==> config.mk <==
export PLATFORM = sky130hd
export DESIGN_NAME = spct_hash
export DESIGN_NICKNAME = d
export VERILOG_FILES = /design/src/rtl/spct_pkg.sv /design/src/rtl/spct_hash.sv
export SDC_FILE = /design/constraint.sdc
export NUM_CORES = 1
export LEC_CHECK = 0
export BUFFER_PORTS_ARGS = -buffer_cell sky130_fd_sc_hd__buf_2
export CORE_MARGIN = 2
export CORE_UTILIZATION = 49
export DETAILED_ROUTE_END_ITERATION = 8
export GPL_TIMING_DRIVEN = 1
export PLACE_DENSITY_LB_ADDON = 0.12
export SLEW_MARGIN = 10
export SYNTH_ARGS = -nofsm -noshare
export SYNTH_HDL_FRONTEND = slang
export SYNTH_SLANG_ARGS = --single-unit
==> constraint.sdc <==
create_clock -name clk -period 6.1 [get_ports clk]
set_input_delay 1.22 -clock clk [delete_from_list [all_inputs] [get_ports clk]]
set_output_delay 1.22 -clock clk [all_outputs]
set_load 0.05 [all_outputs]
==> src/rtl/spct_pkg.sv <==
// spct_pkg: shared constants, types and status codes of the symmetric pair count table
// used by spct_hash, spct_heads, spct_pool and symmetric_pair_count_table
// no dependencies
package spct_pkg;

	// table geometry, BUCKETS is a power of two so the bucket is the low hash bits
	localparam int unsigned BUCKETS      = 1024;
	localparam int unsigned POOL_ENTRIES = 4096;
	localparam int unsigned WORD_ID_BITS = 20;

	localparam int unsigned BUCKET_BITS   = $clog2(BUCKETS);
	localparam int unsigned POOL_IDX_BITS = $clog2(POOL_ENTRIES);
	// link coding: zero is null, otherwise pool index plus one
	localparam int unsigned LINK_BITS     = $clog2(POOL_ENTRIES + 1);
	localparam int unsigned COUNT_BITS    = 32;

	localparam logic [31:0] HASH_MULT = 32'd31337;
	localparam logic [COUNT_BITS-1:0] COUNT_MAX = '1;

	typedef enum logic [2:0] {
		ST_INCREMENTED = 3'd0,
		ST_INSERTED    = 3'd1,
		ST_DROPPED     = 3'd2,
		ST_SELF        = 3'd3,
		ST_HIT         = 3'd4,
		ST_MISS        = 3'd5
	} status_t;

	typedef struct packed {
		logic [WORD_ID_BITS-1:0] word_one;
		logic [WORD_ID_BITS-1:0] word_two;
		logic [COUNT_BITS-1:0]   count;
		logic [LINK_BITS-1:0]    link;
	} entry_t;

	typedef struct packed {
		logic                     en;
		logic [BUCKET_BITS-1:0]   addr;
		logic [LINK_BITS-1:0]     data;
	} heads_wr_t;

	typedef struct packed {
		logic                     en;
		logic [POOL_IDX_BITS-1:0] addr;
		entry_t                   data;
	} pool_wr_t;

endpackage

==> src/rtl/spct_hash.sv <==
// spct_hash: symmetric pair hash, one multiply registered, bucket taken after the register
// depends on spct_pkg
module spct_hash (
	input  logic                                clk,
	input  logic                                en,
	input  logic [spct_pkg::WORD_ID_BITS-1:0]   first_word,
	input  logic [spct_pkg::WORD_ID_BITS-1:0]   second_word,
	output logic [spct_pkg::BUCKET_BITS-1:0]    bucket
);

	logic [spct_pkg::WORD_ID_BITS-1:0] lo;
	logic [spct_pkg::WORD_ID_BITS-1:0] hi;
	logic [31:0]                       prod;
	logic [31:0]                       prod_q;
	logic [spct_pkg::WORD_ID_BITS-1:0] hi_q;

	always_comb begin
		if (first_word < second_word) begin
			lo = first_word;
			hi = second_word;
		end else begin
			lo = second_word;
			hi = first_word;
		end
		prod = 32'(lo) * spct_pkg::HASH_MULT;
	end

	always_ff @(posedge clk) begin
		if (en) begin
			prod_q <= prod;
			hi_q   <= hi;
		end
	end

	// modulo a power of two keeps the low bits
	assign bucket = spct_pkg::BUCKET_BITS'(prod_q ^ 32'(hi_q));

endmodule

Word level (Yosys, flattened, before mapping)
Index checks and enable logic that the tools add are counted.
{"block": "totals", "reg_bits": 20, "inputBits": 42, "out_inout_bits": 10, "word_cells": 7}
{"block": "op_classes", "bitwise": 1, "order_cmp": 1, "n_mul": 1, "muxes": 2}
{"cell": "20-bit less-than comparator", "n": 1}
{"cell": "20-bit by 15-bit multiplier with 10-bit output (second input constant)", "n": 1}
{"cell": "20-bit two-way mux", "n": 1}
{"cell": "10-bit two-way mux", "n": 1}
{"cell": "10-bit XOR", "n": 1}

Depth between registers and ports, before layout
{"block": "depth", "depth_word": 3, "mapped_depth": 21, "ltp_nobuf": 20}

Worst setup path after synthesis
No wires, ideal clock.
{"block": "synth_timing", "path_type": "input port to flip-flop", "from": "input port second_word[2] in the netlist's numbering", "to": "register prod_q[9], data pin", "setup_ns": 0.260, "path_slack_ns": 0.331, "t_arrival_ns": 5.509, "stages": 21, "required_ns": 5.840, "n_path_buf": 1, "cell_sequence": "inv_1 > ha_1 > a211oi_2 > o21ai_1 > a41oi_2 > o21ai_2 > nor2_4 > buf_12 > mux2_4 > ha_1 > ha_1 > ha_1 > inv_1 > fa_1 > fa_1 > inv_1 > ha_1 > a21oi_1 > o21ai_0 > xnor2_1 > xnor2_1"}
{"block": "synth_via", "elab_chain_cells": 3}
{"item": "start: declaration", "line": "spct_hash.sv:7", "text": "input logic [spct_pkg::WORD_ID_BITS-1:0] second_word,"}
{"item": "20-bit less-than comparator", "line": "spct_hash.sv:18", "text": "if (first_word < second_word) begin"}
{"item": "20-bit two-way mux *", "line": "spct_hash.sv:18"}
{"item": "net lo (one bit)", "line": "spct_hash.sv:11", "text": "logic [spct_pkg::WORD_ID_BITS-1:0] lo;"}
{"item": "20-bit by 15-bit multiplier with 10-bit output *", "line": "spct_hash.sv:25", "text": "prod = 32'(lo) * spct_pkg::HASH_MULT;"}
{"item": "net prod[9]", "line": "spct_hash.sv:13", "text": "logic [31:0] prod;"}
{"item": "end signal: assignment", "line": "spct_hash.sv:30", "text": "prod_q <= prod;"}
{"item": "end: declaration", "line": "spct_hash.sv:14", "text": "logic [31:0] prod_q;"}
Mark *: on every way through the listed nets, which the timed path passes. The rest lies on a longest branch.
A chain may end at the register's enable or synchronous reset.

Worst setup path in the final report
{"block": "layout_timing", "from": "input port first_word[2] in the netlist's numbering", "to": "register prod_q[9], data pin"}
{"block": "layout_via", "elab_chain_cells": 3}
{"item": "start: declaration", "line": "spct_hash.sv:6", "text": "input logic [spct_pkg::WORD_ID_BITS-1:0] first_word,"}
{"item": "20-bit less-than comparator", "line": "spct_hash.sv:18"}
{"item": "20-bit two-way mux *", "line": "spct_hash.sv:18"}
{"item": "20-bit by 15-bit multiplier with 10-bit output *", "line": "spct_hash.sv:25"}
{"item": "net prod[9]", "line": "spct_hash.sv:13"}
Marked as above.

==> flow_summary.json <==
{
  "rsz0062_at_grt": "false",
  "post_cts_resized": 0,
  "critPathTopFamily": "adder cells",
  "antenna_found_initial": 0,
  "cp_common_cell": "ha_1",
  "clock.fmax_mhz": 178,
  "synth_top_cell_by_area": "edfxtp_1",
  "hold_class": "primary input to register",
  "grt_pass1_vias": 1401,
  "required_ns": 6.10,
  "grt_first_pass_wirelength_mm": 5.77,
  "holdPathStages": 2,
  "hp-start": "second_word[1]",
  "dp_hpwl_mm": 3.05,
  "min_period_ns": 5.63,
  "hold_viol_final": 0,
  "netlist_area_sq_um": 2050,
  "root_buffer": "clkbuf_8",
  "nets": 321,
  "grt_max_degree": 21,
  "die_area_sq_um": 4710,
  "critPathKind": "primary input to register",
  "crit_cells": 20,
  "p_leak_nw": 1.18,
  "status": "complete, no violations",
  "synth-seq-cells": 20,
  "final-max-slew-violation-count": 0,
  "drc": 0,
  "port-buffer-count": 51,
  "syn_nets": 265,
  "io_pins": 52,
  "antenna_left": 0,
  "initial_core_util_pct": 51.1,
  "max_slew_margin_pct": 56.6,
  "vias_per_cell": 5.01,
  "core_sq_um": 4000,
  "area_growth_pct": 16.9,
  "final_cell_mix": "51 x buf_2, 39 x ha_1, 25 x inv_1",
  "wire_per_inst_um": 12.1,
  "end_kind": "register",
  "cts_tree": "yes",
  "path_max_fanout": 13,
  "cpPeakStageDelay_ns": 0.54,
  "yosys_warnings": 0,
  "synth_top_cell_area_share_pct": 29.4,
  "rows": 23,
  "worstPathArrival_ns": 5.63,
  "wl_met3_um": 125,
  "seqCellArea_sq_um": 601,
  "synth_cells": 180,
  "clk_pin_slew_ns": 0.07,
  "peakVddDrop_mv": 0.128,
  "antenna_cells": 0,
  "nFillCells": 339,
  "crit_chain": "buf_2 -> ha_1 -> a211oi_2 -> o21ai_1 -> a41oi_2 -> o21ai_2 -> nor2_4 -> buf_4 -> mux2_4 -> ha_1 -> ha_1 -> inv_1 -> fa_1 -> fa_1 -> inv_1 -> ha_1 -> a21oi_1 -> o21ai_0 -> xnor2_1 -> xnor2_1",
  "start_kind": "primary input",
  "route.met2.wl_mm": 1.70,
  "wl_mm": 3.43,
  "post_cts_buffers": 0,
  "dr.pass1.iters": 2,
  "via_count": 1422,
  "drtIter0Drc": 47,
  "critical_path_buf_inv_count": 4,
  "cts.sinks": 20,
  "ctsHoldBuffers": 0,
  "final_common_cell": "buf_2",
  "wl_met1_mm": 1.52,
  "numCtsBuffers": 3,
  "top_layer": "met4",
  "fp.dieH_um": 68.6,
  "overflow": 0,
  "critPathSlowestCell": "fa_1",
  "ys_seq_area_share_pct": 29.4,
  "maxCapViolations": 0,
  "synth.avg_cell_area_sq_um": 11.4,
  "track_usage_pct": 16.6,
  "multi_input_area_sq_um": 1330,
  "cts_buffer_depth": 2,
  "htreeDepth": 1,
  "min_to": "hi_q[1]$_DFFE_PP_",
  "ys_top_cells_by_area": "edfxtp_1 29%, ha_1 24%, mux2_4 6.6%",
  "min_period_over_period_pct": 92.3,
  "place_congestion": 0.871,
  "fin_tns_setup_ns": 0,
  "tightest_slew_ns": 0.644,
  "post-route-util_pct": 59.8,
  "p_per_area_nw_per_um2": 317,
  "die_x_um": 68.6,
  "final_layout_size_suffix_gt1_share_pct": 33.8,
  "yosysUniqueCellTypes": 29,
  "finalSetupViolCount": 0
}
==> final cells by class <==
type | instances | area share [%]
clock buffer | 3 | 1.73
timing repair buffer | 52 | 11.0
inverter | 25 | 3.92
multi-input combinational | 134 | 55.6
tap | 50 | 2.62
sequential | 20 | 25.1
==> cell families (layout without fill, tap and decap cells) <==
kind of cell | count (synthesis) | after routing | share of synthesized area (%)
AO/OA/AOI/OAI | 27 | 27 | 8.75
multiplexers | 19 | 19 | 12.0
buffers and inverters | 26 | 80 | 5.57
AND/OR/NAND/NOR | 18 | 18 | 4.95
XOR/XNOR | 27 | 27 | 11.6
flip-flops | 20 | 20 | 29.4
adder cells (fa/ha/maj) | 43 | 43 | 27.8
==> cells in the mapped netlist <==
cell       count
nor2_1         2
nand2b_1       1
and4_1         2
o21a_1         1
a41oi_2        1
nand2_1        9
o21ai_2        1
and2_1         1
a211oi_2       1
nor2_4         1
a2bb2oi_1      1
o21ai_0        6
mux2_2         9
o21ai_1        1
fa_1           4
edfxtp_1      20
a21oi_1       11
xor2_1        14
xnor2_1       13
buf_12         1
a22oi_2        1
nor4_2         1
inv_1         25
ha_1          39
nor2b_1        1
mux2_4         9
a21o_1         2
mux2i_1        1
a211oi_1       1
==> power breakdown <==
| group | internal, mW | switching, mW |
|---|---|---|
| registers | 0.202 | 0.0117 |
| clock network | 0.0438 | 0.0376 |
| logic | 0.191 | 0.271 |
| total | 0.438 | 0.321 |
==> registers in the layout, summed over array words and instances (netlist names) <==
signal,flops
prod_q,10
hi_q,10
==> per-stage QoR <==
step / std cells / total power [mW] / area (sq um) / hold slack [ns] / worst slack (ns)
2_1_floorplan: 180 / 0.590 / 2050 / 1.33 / 0.331
3_3_place_gp: 281 / 0.676 / 2350 / 1.56 / 0.223
3_5_place_dp: 281 / 0.683 / 2350 / 1.56 / 0.166
4_1_cts: 284 / 0.765 / 2390 / 1.30 / 0.439
5_1_grt: 284 / 0.823 / 2390 / 1.31 / 0.164
6_report: 284 / 0.758 / 2390 / 1.31 / 0.469
==> how the worst max path moves through the flow <==
stage,start,end,slack (ns)
after floorplan,second_word[2],prod_q[9]$_DFFE_PP_,0.33
after global placement,first_word[18],prod_q[9]$_DFFE_PP_,0.22
after detailed placement,first_word[2],prod_q[9]$_DFFE_PP_,0.17
after CTS,first_word[2],prod_q[9]$_DFFE_PP_,0.44
after global routing,second_word[2],prod_q[9]$_DFFE_PP_,0.16
final,first_word[2],prod_q[9]$_DFFE_PP_,0.47
==> layer usage <==
metal | track usage, % | vias to the layer above
li1 | - | 742
met1 | 19.9 | 638
met2 | 29.2 | 34
met3 | 2.11 | 8
met4 | 7.75 | 0
met5 | 0 | -
(Power assumes the default switching activity.)
